**src/design/strict_utf8_text_validator_core_defines.svh**
```systemverilog
// Assertion macros shared by the strict UTF-8 validator RTL.
`ifndef STRICT_UTF8_TEXT_VALIDATOR_CORE_DEFINES_SVH
`define STRICT_UTF8_TEXT_VALIDATOR_CORE_DEFINES_SVH

// Same-cycle implication, disabled while reset is asserted.
`define SUTV_ASSERT_NOW(label, clk, rst_n, ante, cons, msg) \
    label: assert property (@(posedge clk) disable iff (!rst_n) (ante) |-> (cons)) \
        else $error(msg);

// Next-cycle implication, disabled while reset is asserted.
`define SUTV_ASSERT_NEXT(label, clk, rst_n, ante, cons, msg) \
    label: assert property (@(posedge clk) disable iff (!rst_n) (ante) |=> (cons)) \
        else $error(msg);

`endif

```
**src/design/sutv_pkg.sv**
```systemverilog
// Shared constants and types for the strict UTF-8 text validator.
`timescale 1ns / 1ps
`default_nettype none

package sutv_pkg;

    localparam int unsigned BYTE_W  = 8;
    localparam int unsigned COUNT_W = 9;
    localparam int unsigned ACCUM_W = 21;

    localparam logic [COUNT_W-1:0] COUNT_MAX      = 9'h1FF;
    localparam logic [COUNT_W-1:0] MAX_LEN_RESET  = 9'd120;

    localparam logic [BYTE_W-1:0] CHAR_SPACE      = 8'h20;
    localparam logic [BYTE_W-1:0] CHAR_DEL        = 8'h7F;
    localparam logic [BYTE_W-1:0] ASCII_TOP       = 8'h80;
    localparam logic [BYTE_W-1:0] LEAD2_LO        = 8'hC2;
    localparam logic [BYTE_W-1:0] LEAD2_HI        = 8'hDF;
    localparam logic [BYTE_W-1:0] LEAD3_LO        = 8'hE0;
    localparam logic [BYTE_W-1:0] LEAD3_HI        = 8'hEF;
    localparam logic [BYTE_W-1:0] LEAD4_LO        = 8'hF0;
    localparam logic [BYTE_W-1:0] LEAD4_HI        = 8'hF4;

    localparam logic [ACCUM_W-1:0] CP_MAX         = 21'h10FFFF;
    localparam logic [ACCUM_W-1:0] SURR_LO        = 21'h00D800;
    localparam logic [ACCUM_W-1:0] SURR_HI        = 21'h00DFFF;
    localparam logic [ACCUM_W-1:0] MIN_TWO_BYTE   = 21'h000080;
    localparam logic [ACCUM_W-1:0] MIN_THREE_BYTE = 21'h000800;
    localparam logic [ACCUM_W-1:0] MIN_FOUR_BYTE  = 21'h010000;

    // Sequence length class: number of continuation bytes of the sequence.
    typedef enum logic [1:0] {
        SEQ_NONE  = 2'd0,
        SEQ_TWO   = 2'd1,
        SEQ_THREE = 2'd2,
        SEQ_FOUR  = 2'd3
    } t_seq_class;

    typedef struct packed {
        logic [1:0]         pending;
        logic [ACCUM_W-1:0] accum;
        t_seq_class         seq_class;
        logic               failed;
        logic [COUNT_W-1:0] len_count;
        logic               saw_non_space;
    } t_decode_state;

endpackage

`default_nettype wire

```
**src/design/sutv_in_if.sv**
```systemverilog
// Input channel: one text byte or an end marker per transfer.
`timescale 1ns / 1ps
`default_nettype none

interface sutv_in_if;
    logic                       valid;
    logic                       ready;
    logic [sutv_pkg::BYTE_W-1:0] text_byte;
    logic                       end_marker;

    modport source (output valid, output text_byte, output end_marker, input ready);
    modport sink   (input valid, input text_byte, input end_marker, output ready);
endinterface

`default_nettype wire

```
**src/design/sutv_out_if.sv**
```systemverilog
// Output channel: one verdict per finished string.
`timescale 1ns / 1ps
`default_nettype none

interface sutv_out_if;
    logic                        valid;
    logic                        ready;
    logic                        valid_res;
    logic [sutv_pkg::COUNT_W-1:0] byte_count;

    modport source (output valid, output valid_res, output byte_count, input ready);
    modport sink   (input valid, input valid_res, input byte_count, output ready);
endinterface

`default_nettype wire

```
**src/design/strict_utf8_text_validator_core.sv**
```systemverilog
// Strict UTF-8 string validator, one byte per cycle while i_text.ready is high.
// Usage:
//   i_text carries one item per transfer: a text byte (end_marker low) or an
//   end marker (end_marker high, text_byte ignored). Byte items produce no
//   output; each end marker produces one transfer on o_verdict holding the
//   pass/fail verdict for the string and its byte count (saturating at 511).
//   i_cfg_we/i_cfg_wdata load max_length; write it only between strings.
// Throughput:
//   One item is taken per cycle while i_text.ready is high. The decode state
//   is a single register bank updated by shallow compare/shift logic, so the
//   verdict appears on o_verdict in the cycle after the end marker transfer.
// Reset:
//   i_rst_n (synchronous, low) clears the decode state and output valid and
//   sets max_length to 120.
// Stall:
//   The verdict sits in an output register. While it is held and
//   o_verdict.ready is low, i_text.ready is low for every item, bytes too,
//   so a second end marker cannot overwrite it.
`timescale 1ns / 1ps
`default_nettype none
`include "strict_utf8_text_validator_core_defines.svh"

module strict_utf8_text_validator_core (
    input  wire                            i_clk,
    input  wire                            i_rst_n,
    input  wire                            i_cfg_we,
    input  wire [sutv_pkg::BYTE_W-1:0]     i_cfg_wdata,
    sutv_in_if.sink                        i_text,
    sutv_out_if.source                     o_verdict
);

    sutv_pkg::t_decode_state               r_st, n_st;
    logic [sutv_pkg::BYTE_W-1:0]           r_max_len;
    logic                                  r_out_valid, n_out_valid;
    logic                                  r_valid_res, n_valid_res;
    logic [sutv_pkg::COUNT_W-1:0]          r_byte_count, n_byte_count;

    logic                                  in_xfer;
    logic                                  out_xfer;
    logic [sutv_pkg::BYTE_W-1:0]           b;
    logic [sutv_pkg::ACCUM_W-1:0]          cont_accum;
    logic [1:0]                            cont_pending;
    logic [sutv_pkg::ACCUM_W-1:0]          class_min;
    logic                                  verdict;

    assign in_xfer  = i_text.valid && i_text.ready;
    assign out_xfer = r_out_valid && o_verdict.ready;
    assign b        = i_text.text_byte;

    assign i_text.ready         = !r_out_valid || o_verdict.ready;
    assign o_verdict.valid      = r_out_valid;
    assign o_verdict.valid_res  = r_valid_res;
    assign o_verdict.byte_count = r_byte_count;

    assign cont_accum   = {r_st.accum[sutv_pkg::ACCUM_W-7:0], b[5:0]};
    assign cont_pending = r_st.pending - 2'd1;

    always_comb begin
        unique case (r_st.seq_class)
            sutv_pkg::SEQ_TWO:   class_min = sutv_pkg::MIN_TWO_BYTE;
            sutv_pkg::SEQ_THREE: class_min = sutv_pkg::MIN_THREE_BYTE;
            default:             class_min = sutv_pkg::MIN_FOUR_BYTE;
        endcase
    end

    assign verdict = !r_st.failed && (r_st.pending == 2'd0)
                  && (r_st.len_count != '0)
                  && (r_st.len_count <= {1'b0, r_max_len})
                  && r_st.saw_non_space;

    always_comb begin
        n_st         = r_st;
        n_out_valid  = r_out_valid;
        n_valid_res  = r_valid_res;
        n_byte_count = r_byte_count;

        if (out_xfer) begin
            n_out_valid = 1'b0;
        end

        if (in_xfer && i_text.end_marker) begin
            n_out_valid  = 1'b1;
            n_valid_res  = verdict;
            n_byte_count = r_st.len_count;
            n_st         = '0;
        end else if (in_xfer) begin
            if (r_st.len_count != sutv_pkg::COUNT_MAX) begin
                n_st.len_count = r_st.len_count + 1'b1;
            end
            if (b != sutv_pkg::CHAR_SPACE) begin
                n_st.saw_non_space = 1'b1;
            end
            if (!r_st.failed) begin
                if (r_st.pending == 2'd0) begin
                    // lead byte or plain ASCII
                    if (b < sutv_pkg::CHAR_SPACE || b == sutv_pkg::CHAR_DEL) begin
                        n_st.failed = 1'b1;
                    end else if (b < sutv_pkg::ASCII_TOP) begin
                        n_st.failed = 1'b0;
                    end else if (b >= sutv_pkg::LEAD2_LO && b <= sutv_pkg::LEAD2_HI) begin
                        n_st.seq_class = sutv_pkg::SEQ_TWO;
                        n_st.pending   = 2'd1;
                        n_st.accum     = {16'd0, b[4:0]};
                    end else if (b >= sutv_pkg::LEAD3_LO && b <= sutv_pkg::LEAD3_HI) begin
                        n_st.seq_class = sutv_pkg::SEQ_THREE;
                        n_st.pending   = 2'd2;
                        n_st.accum     = {17'd0, b[3:0]};
                    end else if (b >= sutv_pkg::LEAD4_LO && b <= sutv_pkg::LEAD4_HI) begin
                        n_st.seq_class = sutv_pkg::SEQ_FOUR;
                        n_st.pending   = 2'd3;
                        n_st.accum     = {18'd0, b[2:0]};
                    end else begin
                        n_st.failed = 1'b1;
                    end
                end else if (b[7:6] != 2'b10) begin
                    n_st.failed = 1'b1;
                end else if (cont_pending != 2'd0) begin
                    n_st.accum   = cont_accum;
                    n_st.pending = cont_pending;
                end else begin
                    // last continuation: range-check the finished code point
                    n_st.pending   = 2'd0;
                    n_st.accum     = '0;
                    n_st.seq_class = sutv_pkg::SEQ_NONE;
                    if (cont_accum < class_min || cont_accum > sutv_pkg::CP_MAX
                        || (cont_accum >= sutv_pkg::SURR_LO
                            && cont_accum <= sutv_pkg::SURR_HI)) begin
                        n_st.failed = 1'b1;
                    end
                end
            end
        end
    end

    always_ff @(posedge i_clk) begin
        if (!i_rst_n) begin
            r_st        <= '0;
            r_out_valid <= 1'b0;
            r_max_len   <= sutv_pkg::MAX_LEN_RESET[sutv_pkg::BYTE_W-1:0];
        end else begin
            r_st        <= n_st;
            r_out_valid <= n_out_valid;
            if (i_cfg_we) begin
                r_max_len <= i_cfg_wdata;
            end
        end
    end

    always_ff @(posedge i_clk) begin
        r_valid_res  <= n_valid_res;
        r_byte_count <= n_byte_count;
    end

    `SUTV_ASSERT_NOW(a_pending_has_class, i_clk, i_rst_n,
        r_st.pending != 2'd0, r_st.seq_class != sutv_pkg::SEQ_NONE,
        "continuations pending without a sequence class")
    `SUTV_ASSERT_NEXT(a_end_gives_verdict, i_clk, i_rst_n,
        in_xfer && i_text.end_marker,
        o_verdict.valid && o_verdict.byte_count == $past(r_st.len_count)
            && r_st.len_count == '0,
        "end marker did not load verdict or clear the string")
    `SUTV_ASSERT_NEXT(a_byte_no_result, i_clk, i_rst_n,
        in_xfer && !i_text.end_marker && !r_out_valid, !o_verdict.valid,
        "byte item produced a verdict")
    `SUTV_ASSERT_NEXT(a_count_saturates, i_clk, i_rst_n,
        in_xfer && !i_text.end_marker && r_st.len_count == sutv_pkg::COUNT_MAX,
        r_st.len_count == sutv_pkg::COUNT_MAX,
        "byte count wrapped past saturation")

endmodule

`default_nettype wire
```
**src/flat_wrapper.sv**
```systemverilog
// flat-port wrapper written by rule: the top's interface ports become plain ports
module strict_utf8_text_validator_core_flat 
  (i_clk, i_rst_n, i_cfg_we, i_cfg_wdata, i_text_valid, i_text_text_byte, i_text_end_marker, i_text_ready, o_verdict_valid, o_verdict_valid_res, o_verdict_byte_count, o_verdict_ready);
  sutv_in_if i_text_i ();
  sutv_out_if o_verdict_i ();
  input  wire i_clk;
  input  wire i_rst_n;
  input  wire i_cfg_we;
  input  wire [sutv_pkg::BYTE_W-1:0] i_cfg_wdata;
  input wire logic [$bits(i_text_i.valid)-1:0] i_text_valid;
  input wire logic [$bits(i_text_i.text_byte)-1:0] i_text_text_byte;
  input wire logic [$bits(i_text_i.end_marker)-1:0] i_text_end_marker;
  output wire logic [$bits(i_text_i.ready)-1:0] i_text_ready;
  output wire logic [$bits(o_verdict_i.valid)-1:0] o_verdict_valid;
  output wire logic [$bits(o_verdict_i.valid_res)-1:0] o_verdict_valid_res;
  output wire logic [$bits(o_verdict_i.byte_count)-1:0] o_verdict_byte_count;
  input wire logic [$bits(o_verdict_i.ready)-1:0] o_verdict_ready;
  assign i_text_i.valid = i_text_valid;
  assign i_text_i.text_byte = i_text_text_byte;
  assign i_text_i.end_marker = i_text_end_marker;
  assign i_text_ready = i_text_i.ready;
  assign o_verdict_valid = o_verdict_i.valid;
  assign o_verdict_valid_res = o_verdict_i.valid_res;
  assign o_verdict_byte_count = o_verdict_i.byte_count;
  assign o_verdict_i.ready = o_verdict_ready;
  strict_utf8_text_validator_core u_core (.i_clk(i_clk), .i_rst_n(i_rst_n), .i_cfg_we(i_cfg_we), .i_cfg_wdata(i_cfg_wdata), .i_text(i_text_i), .o_verdict(o_verdict_i));
endmodule
```
**config.mk**
```make
export PLATFORM = sky130hd
export DESIGN_NAME = strict_utf8_text_validator_core_flat
export DESIGN_NICKNAME = d
export VERILOG_FILES = /design/src/design/sutv_pkg.sv /design/src/design/sutv_in_if.sv /design/src/design/sutv_out_if.sv /design/src/design/strict_utf8_text_validator_core.sv /design/src/flat_wrapper.sv
export VERILOG_INCLUDE_DIRS = /design/src /design/src/design
export SDC_FILE = /design/constraint.sdc
export NUM_CORES = 1
export LEC_CHECK = 0
export BUFFER_PORTS_ARGS = -buffer_cell sky130_fd_sc_hd__buf_2
export CAP_MARGIN = 20
export CORE_ASPECT_RATIO = 1.75
export CORE_UTILIZATION = 50
export DETAILED_ROUTE_END_ITERATION = 6
export PLACE_DENSITY = 0.74
export SKIP_LAST_GASP = 1
export SLEW_MARGIN = 20
export SYNTH_ARGS = -nofsm -noshare
export SYNTH_HDL_FRONTEND = slang
export SYNTH_SLANG_ARGS = --single-unit
export TNS_END_PERCENT = 100
```
**constraint.sdc**
```tcl
create_clock -name i_clk -period 2.1 [get_ports i_clk]
set_clock_uncertainty 0.05 [all_clocks]
set_input_delay 0 -clock i_clk [delete_from_list [all_inputs] [get_ports i_clk]]
set_output_delay 0 -clock i_clk [all_outputs]
set_load 0.005 [all_outputs]
```
* Word level (Yosys, flattened, before mapping) *
Index checks and enable logic that the tools add are counted.
Widths: inputs -> output; s select.

cells by class
  $add $sub $neg = 2
  order comparisons = 13
  equality and inequality tests = 11
  mux-type cells = 20
  bitwise gates (word level) = 2
  reductions and logical operators = 26

operator list
  operator              count
  $mux 25               6
  $pmux 17 s2           1
  $mux 26               1
  $ge 8x8->1 const B    3
  $le 8x8->1 const B    3
  $mux 23               1
  $ge 21x16->1 const B  1
  $gt 21x21->1 const B  1
  $le 21x16->1 const B  1
  $lt 21x17->1          1
  $logic_and 1x1->1     11
  $mux 1                10
  $add 9x1->9 const B   1
  $le 9x8->1            1
  $ne 9x9->1 const B    1
  $reduce_bool 9->1     1
  $eq 8x7->1 const B    1
  $lt 8x6->1 const B    1
  $lt 8x8->1 const B    1
  $ne 8x6->1 const B    1
  $reduce_and 7->1      1
  $ne 2x2->1 const B    3
  $reduce_and 6->1      1
  $logic_or 1x1->1      4
  12 further kinds      17

word-level totals
  register bits = 49
  bits of input ports = 22
  output and inout bits = 12

* Logic depth before layout (Yosys ltp) *
Gate-level depths: netlist of the first run.

  depth after elaboration = 10
  mapped depth = 9
  mapped depth without buffers = 8

* Worst setup path after synthesis of the first run *
OpenSTA, ideal clock, no wires.

  path kind = reg-to-reg
  start point = register u_core.r_st[1] (netlist name)
  end point = register u_core.r_st[6] (netlist name)
  setup time = 71 ps
  arrival = 1827 ps
  data required time = 1979 ps
  setup slack = 151 ps
  stages on the path, launching flop included = 10
  buffers on the path = 1
  cells stage by stage = dfxtp_1 > ha_1 > nand3_1 > nor2_1 > ha_1 > and3b_1 > buf_2 > nand4_1 > or3_1 > a21oi_1

between the ends
  cells in the longest elaborated chain, start to end = 2
  elaborated cells on any way between the ends = 3

ends and longest elaborated chain
  element                                                              line                                    source
  start: declaration                                                   strict_utf8_text_validator_core.sv:32   sutv_pkg::t_decode_state r_st, n_st;
  start signal: assignment                                             strict_utf8_text_validator_core.sv:141  r_st <= n_st;
  parallel branches: the longest is 2 deep, another holds $add 9x1->9  -

Several ways; the timed one is not identified.
A chain may end at the register's enable or synchronous reset.

* Worst setup path after layout of the first run *
Ends and elaborated chain as after synthesis.

==> out/metrics.csv, run 1 <==
stage;metric;value;unit
synth;async_flop_share;0;%
routing;avgViaCountPerCell;5.516;
critical_path;worstSetupStartpointType;flip-flop;
timing;max_freq;519.4;MHz
synth;synth_top_family_by_area;simple AND/OR/NAND/NOR gates;
global_route;grt_antenna_before_repair;0;
floorplanning;dieArea;5002;um^2
routing;wl_per_cell;14.53;um
critical_path;crit_required;2280;ps
routing;dr.pass1.iters;4;
clocking;clock-sinks;49;
synth;syn_area_per_cell;9.349;um^2
synth;syn_nets;289;
synth;synthTopCellsByArea;dfxtp_1, edfxtp_1, ha_1;
timing;final.setup.tns;0;ps
place;io_buffers;33;
synth;ys.flop_type;dfxtp_1;
finish;nets;349;
clocking;cts_buffer_depth;2;
floorplanning;die_w;53.89;um
floorplanning;boundaryPins;34;
power;p_per_area;648.6;nW/um^2
routing;routed_wl;5.290;mm
place;pre_cts_ws;159.5;ps
synth;synth-simple-area-share;21.19;%
global_route;grt_max_degree;31;
floorplanning;start_util;53.01;%
finish;areaGrowthSynthToFinish;23.95;%
clocking;clock_latency;300;ps
clocking;cts_tree;built;
run;drv_cap;0;
routing;vias;2008;
timing;layout_setup_ws;174.5;ps
synth;ys_seq_elements;49;
synth;ys_warn_count;0;
synth;yosysTopAreaCellShare;33.14;%
clocking;numCtsBuffers;5;
synth;yosysUniqueCellTypes;49;
clocking;cts_resized;0;
clocking;h-tree-depth;2;
critical_path;critical_path_class;reg2reg;
synth;synth_top_area_cell;dfxtp_1;
clocking;cts_root_buffer;clkbuf_8;
global_route;overflow;0;
place;gp_congestion;0.8620;
critical_path;rrSetupSlack;170;ps
timing;setup_viol;0;
timing;worst-slew-pin-transition;475.2;ps
finish;drive_gt1_share;20.13;%
place;post-dp-hpwl;3.806;mm
finish;n_antenna_cell;0;
power;ir_worst_vdd;0.5742;mV
outcome;status;finished clean;
timing;rsz0062_at_grt;no;
synth;synthTopCellsByCount;dfxtp_1, nor2_1, nand2_1, ha_1, inv_1;
critical_path;worstPathArrival;2110;ps
clocking;clkSlewWorstSetupHoldPaths;90;ps
global_route;grt_pass1_wl;9.080;mm
floorplanning;fp-row-count;32;
power;power.leakage;1.215;nW
timing;fin_crit;1925;ps
timing;slew_headroom;68.30;%
synth;synth_fa_ha_area_share;7.966;%
global_route;gr-usage-all-layers;24.51;%
timing;hold_violations;0;
critical_path;end_kind;flip-flop;
worst_hold_path;hp-class;in2reg;
synth;synth_area;2356;um^2
synth;synth_xor_area_share;1.859;%
timing;fin_hold_ws;11.08;ps
global_route;grt_pass1_vias;2024;
critical_path;path_max_fanout;5;
synth;synth_compound_area_share;15.93;%
floorplanning;chipHeight;92.81;um
routing;initialDrtViolationCount;56;
synth;seq_area_frac_synth;45.88;%
synth;yosysMostFrequentCell;dfxtp_1;
floorplanning;coreArea;4444;um^2
synth;synth_edf_count;10;
synth;synthCells;252;
routing;antenna_left;0;
synth;yosys-mux-area-fraction;2.549;%
timing;drv_slew;0;
timing;finalCritPeriodShare;91.69;%
routing;drc_errors;0;
## through the flow
stage          cells  area, um^2  utilization [%]  total power, mW
2_1_floorplan    252        2356                -            1.176
3_3_place_gp     337        2626            59.09            1.258
3_5_place_dp     337        2626            59.09            1.265
4_1_cts          363        2913            65.54            1.906
5_1_grt          364        2920            65.71            1.979
6_report         364        2920            65.71            1.894
## sequential cells by signal, summed over array words and instances, names as in the netlist
register / count
u_core.o_verdict.valid_res: 1
u_core.o_verdict.byte_count: 9
u_core.o_verdict.valid: 1
u_core.r_max_len: 8
u_core.r_st: 15
u_core.cont_accum: 15
## worst paths after layout
| path | start | endpoint | depth (start not counted) |
|---|---|---|---|
| min reg2reg | u_core.cont_accum[6] | u_core.cont_accum[6] | 2 |
| max reg2reg | u_core.r_st[1] | u_core.r_st[6] | 8 |
| max | u_core.r_st[1] | u_core.r_st[6] | 8 |
| min | i_text_text_byte[2] | u_core.cont_accum[8] | 4 |
## critical path, cell delays in order (launching register included)
cell and delay, ps:
dfxtp_1 360, ha_1 250, nand3_1 90, nor2_1 40
ha_1 170, and3b_1 220, nand4_1 170, or3_1 350
a21oi_1 140
## kinds of logic after synthesis
| kind of cell | Yosys count |
|---|---|
| adder cells (fa/ha/maj) | 15 |
| AO/OA/AOI/OAI | 55 |
| XOR/XNOR | 5 |
| buffers and inverters | 27 |
| flip-flops | 49 |
| AND/OR/NAND/NOR | 95 |
| multiplexers | 6 |
## where the power goes
part           switching [mW]  internal [mW]
Sequential             0.0170          0.991
Combinational           0.141          0.124
Clock                   0.311          0.310
## final cells by class
class                      count  area [um^2]
fill                         388         1524
multi-input combinational    176         1166
sequential                    49         1081
timing repair buffer          64        442.9
clock buffer                   7        97.59
tap                           51        63.81
inverter                      16        60.06
clock inverter                 1        8.758
## cell usage in the layout, fill, tap and decap left out, types with 2 or more instances in the layout
cell           count
a21o_1             2
nand2b_1           2
clkbuf_8           5
buf_4             13
or3_1              4
nand4b_1           3
o21ai_1            3
nor4_1             3
nor3_1             3
nor2_1            25
nand3_1            5
edfxtp_1          10
buf_2             33
o21ai_0            9
nor2b_1            6
nand2_1           22
dfxtp_1           39
o21a_1             2
a22oi_1           10
a21oi_2            2
or2_1              5
mux2i_1            6
inv_1             15
a21oi_1           12
o211ai_1           4
nor4b_1            2
dlygate4sd3_1     18
a211oi_1           3
xor2_1             4
ha_1              15
nand4_1            6
## what timing repair did
action | CTS | global route
hold endpoints to repair | 10 | 0
hold buffers | 18 | 0
setup endpoints to repair | 0 | 2
setup buffers | 0 | 1
## routing by layer
layer	routed length (um)	up-vias	part of all wire, %	global-route usage, %
met2	2984	47	56	44.14
met3	171	13	3.2	4.105
met1	1992	925	38	25.79
met4	142	0	2.7	11.40
met5	0	-	0	0
li1	-	1023	-	-
Note: power is estimated with default switching activity, not from simulation.
==> inputs of run 2 (changes only) <==
--- a/config.mk
+++ b/config.mk
@@ -8,7 +8,6 @@
 export LEC_CHECK = 0
 export BUFFER_PORTS_ARGS = -buffer_cell sky130_fd_sc_hd__buf_2
 export CAP_MARGIN = 20
-export CORE_ASPECT_RATIO = 1.75
 export CORE_UTILIZATION = 50
 export DETAILED_ROUTE_END_ITERATION = 6
 export PLACE_DENSITY = 0.74
==> out/metrics.csv, run 2 (synthesis results as in run 1) <==
stage;metric;value;unit;change
outcome;status;finished, violations left;;
outcome;violations;design-rule violations;;
floorplanning;die_w;70.65;um;+31%
clocking;cts_buffer_depth;2;;unchanged
clocking;clock-sinks;49;;unchanged
clocking;cts_root_buffer;clkbuf_8;;
power;p_seq_share;56.0;%;+2.8 points
power;p_switching;0.4647;mW;-0.91%
global_route;grt_pass1_vias;1849;;-8.6%
timing;worst-slew-pin-transition;499.9;ps;+24.71 ps
critical_path;reg2regPathDepth;8;;unchanged
timing;drv_slew;0;;unchanged
routing;initialDrtViolationCount;116;;+110%
power;swShare;25.77;%;+1.0 points
clocking;clkSlewWorstSetupHoldPaths;90;ps;about the same
routing;dr.pass1.iters;6;;+2
power;power_frac_comb;14.4;%;+0.4 points
routing;antenna_left;0;;unchanged
routing;routed_wl;4.993;mm;-5.6%
routing;drc_errors;4;;+4
clocking;h-tree-depth;2;;unchanged
clocking;cts_tree;built;;
place;io_buffers;33;;unchanged
floorplanning;coreArea;4444;um^2;unchanged
finish;utilization;64.89;%;-0.82 points
finish;finalNonFillerCells;363;;-0.27%
critical_path;critical_path_class;reg2reg;;
place;post-place-cells;336;;-0.30%
power;ir_worst_vdd;0.3200;mV;-44%
routing;vias;1985;;-1.1%
floorplanning;boundaryPins;34;;unchanged
critical_path;rr_startpoint;u_core.r_st[1];;
floorplanning;chipHeight;70.65;um;-24%
timing;fin_hold_ws;9.309;ps;-1.768 ps
finish;multiInputGateArea;1166;um^2;unchanged
clocking;numCtsBuffers;5;;unchanged
power;power.leakage;1.194;nW;-1.8%
timing;rsz0062_at_grt;no;;
finish;drive_gt1_share;18.97;%;-1.2 points
critical_path;rrSetupSlack;110;ps;-60 ps
place;post-dp-hpwl;3.436;mm;-9.7%
critical_path;r2r_end;u_core.r_st[8];;
global_route;grt_max_degree;31;;unchanged
global_route;overflow;0;;unchanged
critical_path;end_kind;flip-flop;;
floorplanning;start_util;53.01;%;unchanged
critical_path;worstPathArrival;2170;ps;+60 ps
power;total_power;1.804;mW;-4.8%
power;p_per_area;625.4;nW/um^2;-3.6%
critical_path;worstSetupStartpointType;flip-flop;;
power;p_clk_share;29.6;%;-3.2 points
timing;slew_headroom;66.65;%;-1.6 points
floorplanning;fp-row-count;24;;-25%
critical_path;crit_required;2280;ps;about the same
place;gp_congestion;0.8331;;-3.4%
timing;fin_crit;1987;ps;+61.36 ps
worst_hold_path;hp-class;in2reg;;
finish;regArea;1081;um^2;unchanged
global_route;gr-usage-all-layers;21.49;%;-3.0 points
clocking;clock_latency;300;ps;about the same
global_route;grt_pass1_wl;8.542;mm;-5.9%
finish;fillers;371;;-4.4%
routing;wl_per_cell;13.75;um;-5.4%
finish;areaGrowthSynthToFinish;22.41;%;
global_route;grt_antenna_before_repair;0;;unchanged
finish;final_common_cell;dfxtp_1;;
clocking;cts_resized;0;;unchanged
timing;setup_viol;0;;unchanged
timing;hold_violations;0;;unchanged
run;drv_cap;0;;unchanged
power;p_int;1.339;mW;-6.0%
finish;final_cell_mix;dfxtp_1, buf_2, nor2_1;;
routing;avgViaCountPerCell;5.468;;-0.87%
worst_hold_path;hold_end;u_core.cont_accum[8];;
place;pre_cts_ws;135.0;ps;-24.58 ps
timing;finalCritPeriodShare;94.61;%;+2.9 points
worst_hold_path;min_path_cells;4;;unchanged
floorplanning;dieArea;4991;um^2;-0.22%
place;placed_area;2613;um^2;-0.52%
timing;max_freq;503.3;MHz;-3.1%
worst_hold_path;worstHoldStart;i_text_text_byte[2];;
critical_path;path_max_fanout;5;;unchanged
finish;n_antenna_cell;0;;unchanged
timing;final.setup.tns;0;ps;unchanged
finish;nets;347;;-0.57%
timing;layout_setup_ws;113.2;ps;-61.37 ps
finish;postLayoutCellArea;2884;um^2;-1.2%
run 2: cell types whose count changed in the layout (fill, tap and decap cells not counted), sizes merged:
cell and delta:
clkinv +2, dlygate4sd3 +1, buf -3, clkbuf -2
run 2: metal layers:
layer  global-route usage [%]  wire (um)  up-vias
met4                    7.333         93        0
met5                        0          0        -
met2                    33.01       2163       40
met1                    30.71       2578      918
met3                    3.846        157        6
li1                         -          -     1021
run 2: how the worst max path moves through the flow:
stage                              start             end  cells after the start  slack, ps
after detailed placement  u_core.r_st[1]  u_core.r_st[8]                      8        130
after floorplan           u_core.r_st[1]  u_core.r_st[6]                      9        150
after global routing      u_core.r_st[1]  u_core.r_st[8]                      8          3
final                     u_core.r_st[1]  u_core.r_st[8]                      8        110
after CTS                 u_core.r_st[1]  u_core.r_st[8]                      8        120
after global placement    u_core.r_st[1]  u_core.r_st[8]                      8        210
run 2: critical path, stage by stage, from the launching register on:
cell	delay [ps]
dfxtp_1	360
ha_1	270
nand3_1	100
nor2_1	40
ha_1	160
and3b_1	220
nand4_1	200
or3_1	360
a21oi_1	150
run 2: cell type report:
class	count	share of cell area (%)
Timing Repair Buffer	62	14.92
Tap cell	52	2.256
Inverter	16	2.082
Sequential cell	49	37.48
Multi-Input combinational cell	176	40.43
Clock buffer	5	2.386
Clock inverter	3	0.4338
run 2: power groups by stage:
stage               registers, mW  clock network [mW]  logic, mW
floorplan                    1.03                   0      0.147
global placement             1.03                   0      0.224
detailed placement           1.03                   0      0.227
CTS                          1.01               0.536      0.257
global route                 1.01               0.579      0.291
finish                       1.01               0.534      0.259
run 2: repair_timing:
item	4_1_cts	5_1_grt
endpoints found under the setup margin	0	1
hold buffers	19	0
setup buffers	0	0
endpoints found under the hold margin	12	0
==> inputs of run 3 (changes only) <==
--- a/config.mk
+++ b/config.mk
@@ -6,11 +6,12 @@
 export SDC_FILE = /design/constraint.sdc
 export NUM_CORES = 1
 export LEC_CHECK = 0
+export ABC_AREA = 1
 export BUFFER_PORTS_ARGS = -buffer_cell sky130_fd_sc_hd__buf_2
 export CAP_MARGIN = 20
 export CORE_UTILIZATION = 50
 export DETAILED_ROUTE_END_ITERATION = 6
-export PLACE_DENSITY = 0.74
+export PLACE_DENSITY = 0.73
 export SKIP_LAST_GASP = 1
 export SLEW_MARGIN = 20
 export SYNTH_ARGS = -nofsm -noshare
==> out/metrics.csv, run 3 <==
stage;metric;value;unit;change
critical_path;crit_buf_inv;5;;+5
floorplanning;chipHeight;73.42;um;+3.9%
floorplanning;die_w;73.42;um;+3.9%
timing;max_freq;500.8;MHz;-0.49%
place;post-place-cells;406;;+21%
timing;drv_slew;0;;unchanged
floorplanning;start_util;52.94;%;-0.077 points
synth;yosysMostFrequentCell;inv_1;;
power;p_per_area;661.3;nW/um^2;+5.7%
clocking;h-tree-depth;2;;unchanged
clocking;cts_tree;built;;
power;swShare;27.55;%;+1.8 points
floorplanning;coreArea;4817;um^2;+8.4%
clocking;post_cts_buffers;0;;unchanged
clocking;clock_latency;300;ps;about the same
timing;slew_headroom;75.70;%;+9.1 points
power;p_clk_share;33.8;%;+4.2 points
synth;synthTopCellsByCount;inv_1, nand2_1, dfxtp_1, a21oi_1, nor2_1;;
timing;hold_violations;0;;unchanged
routing;avgViaCountPerCell;5.176;;-5.3%
critical_path;slowest_delay;570;ps;+210 ps
critical_path;critical-path-top-delay-family;buffers and inverters;;
power;power_frac_comb;17.0;%;+2.6 points
routing;routed_wl;5.577;mm;+12%
global_route;overflow;0;;unchanged
critical_path;critical_path_class;in2reg;;
finish;utilization;65.66;%;+0.77 points
synth;synth_edf_count;10;;unchanged
finish;postLayoutCellArea;3163;um^2;+9.7%
timing;finalCritPeriodShare;95.08;%;+0.47 points
synth;ys_warn_count;0;;unchanged
synth;syn_area_per_cell;8.252;um^2;-12%
finish;final_common_cell;inv_1;;
outcome;status;finished clean;;
place;post-dp-hpwl;3.739;mm;+8.8%
synth;ys.flop_type;dfxtp_1;;
critical_path;end_kind;flip-flop;;
global_route;gr-usage-all-layers;22.88;%;+1.4 points
clocking;clock-sinks;49;;unchanged
synth;yosysTopAreaCellShare;30.62;%;-2.5 points
finish;n_antenna_cell;0;;unchanged
critical_path;rrSetupSlack;150;ps;+40 ps
place;gp_congestion;0.8434;;+1.2%
place;placed_area;2766;um^2;+5.9%
finish;areaGrowthSynthToFinish;24.04;%;
synth;yosysUniqueCellTypes;36;;-27%
critical_path;crit_required;2250;ps;-30 ps
critical_path;reg2regPathDepth;12;;+4
global_route;grt_pass1_vias;2090;;+13%
routing;initialDrtViolationCount;124;;+6.9%
timing;fin_crit;1997;ps;+9.811 ps
critical_path;worstPathArrival;2140;ps;-30 ps
critical_path;critPathSlowestCell;dlygate4sd3_1;;
synth;async_flop_share;0;%;unchanged
critical_path;crit_top_cell;dlygate4sd3_1;;
finish;drive_gt1_share;25.07;%;+6.1 points
worst_hold_path;min_path_cells;6;;+2
worst_hold_path;hp-class;in2reg;;
routing;drc_errors;0;;-4
synth;synth_top_area_cell;dfxtp_1;;
global_route;grt_max_degree;19;;-39%
finish;nets;407;;+17%
power;p_int;1.515;mW;+13%
power;p_switching;0.5764;mW;+24%
finish;final_cell_mix;inv_1, nand2_1, a21oi_1, buf_2, dfxtp_1;;
routing;antenna_left;0;;unchanged
synth;seq_area_frac_synth;42.39;%;-3.5 points
synth;ys_seq_elements;49;;unchanged
synth;synthCells;309;;+23%
synth;synthTopCellsByArea;dfxtp_1, edfxtp_1, ha_1;;
routing;wl_per_cell;12.73;um;-7.4%
synth;synth_area;2550;um^2;+8.2%
clocking;cts_root_buffer;clkbuf_8;;
timing;final.setup.tns;0;ps;unchanged
critical_path;path_max_fanout;7;;+2
floorplanning;boundaryPins;34;;unchanged
floorplanning;dieArea;5390;um^2;+8.0%
clocking;cts_buffer_depth;2;;unchanged
timing;worst-slew-pin-transition;364.5;ps;-135.5 ps
power;ir_worst_vdd;0.4415;mV;+38%
run;drv_cap;0;;unchanged
finish;finalNonFillerCells;438;;+21%
global_route;grt_pass1_wl;9.370;mm;+9.7%
critical_path;worstSetupStartpointType;primary input;;
synth;syn_nets;346;;+20%
power;p_seq_share;49.2;%;-6.8 points
timing;fin_hold_ws;29.23;ps;+19.93 ps
critical_path;path_cells;dlygate4sd3_1, buf_2, inv_1, a21oi_1, dlygate4sd3_1, o21ai_0, dlygate4sd3_1;;
critical_path;crit_cells;7;;-1
routing;dr.pass1.iters;5;;-1
floorplanning;fp-row-count;25;;+4.2%
power;power.leakage;1.335;nW;+12%
clocking;numCtsBuffers;5;;unchanged
timing;setup_viol;0;;unchanged
place;io_buffers;33;;unchanged
routing;vias;2267;;+14%
global_route;grt_antenna_before_repair;0;;unchanged
clocking;clkSlewWorstSetupHoldPaths;100;ps;about the same
[run 3: cell types whose count changed after synthesis, moves of 10 or more]
cell	change
inv_1	+32
a21oi_1	+21
nand2_1	+20
o21ai_0	+11
a22oi_1	-10
[run 3: worst register-to-register path: stages (launching register included)]
cell	delay, ps
dfxtp_4	370
ha_2	190
inv_1	100
nor4_4	50
inv_2	70
nor3_2	40
ha_2	180
nor2_4	150
nand4_1	180
nor2_2	150
nand3_1	100
o21ai_0	150
a21oi_1	60
[run 3: timing repair]
| action | CTS | global route |
|---|---|---|
| endpoints found under the setup margin | 1 | 9 |
| endpoints found under the hold margin | 12 | 0 |
| pin swaps | 0 | 1 |
| gates resized for setup | 2 | 12 |
| hold buffers | 24 | 0 |
[run 3: cell type report]
cell class	instances	area, um^2
Clock buffer	5	68.82
Clock inverter	3	50.05
Fill cell	412	1654
Inverter	49	186.4
Multi-Input combinational cell	204	1247
Sequential cell	49	1091
Tap cell	67	83.83
Timing Repair Buffer	61	435.4
[run 3: stage by stage]
step	setup slack, ps	power [mW]
finish	103.4	2.092
global route	-13.38	2.199
CTS	16.75	2.093
detailed placement	-26.81	1.358
global placement	122.7	1.351
floorplan	254.9	1.280
[run 3: layer usage]
layer | vias to the layer above | track usage, % | part of all wire (%) | wire, um
met2 | 68 | 36.42 | 47 | 2612
met4 | 0 | 8.547 | 1.8 | 100
li1 | 1146 | - | - | -
met1 | 1045 | 31.23 | 47 | 2631
met3 | 8 | 3.841 | 4.2 | 232
met5 | - | 0 | 0 | 0
[run 3: cell families (layout without fill, tap and decap cells)]
| family | count (synthesis) | after routing | synth area share [%] |
|---|---|---|---|
| and+or+nand+nor | 111 | 111 | 20.85 |
| AOI/OAI and AO/OA | 78 | 78 | 19.48 |
| buffers and inverters | 56 | 118 | 9.912 |
| DFF | 49 | 49 | 42.39 |
| adders and majority gates | 15 | 15 | 7.360 |
[run 3: power by group through the flow]
stage	Sequential, mW	Combinational, mW	Clock (mW)
after floorplan	1.05	0.234	0
after global placement	1.05	0.303	0
after detailed placement	1.05	0.310	0
after CTS	1.03	0.350	0.716
after global routing	1.03	0.402	0.763
final	1.03	0.356	0.707
[run 3: worst paths after layout]
| check | startpoint | end |
|---|---|---|
| setup / recovery | i_rst_n | u_core.r_max_len[5] |
| hold reg to reg | u_core.r_st[0] | u_core.r_st[0] |
| hold / removal | o_verdict_ready | u_core.o_verdict.valid |
| setup reg to reg | u_core.r_st[2] | u_core.r_st[8] |
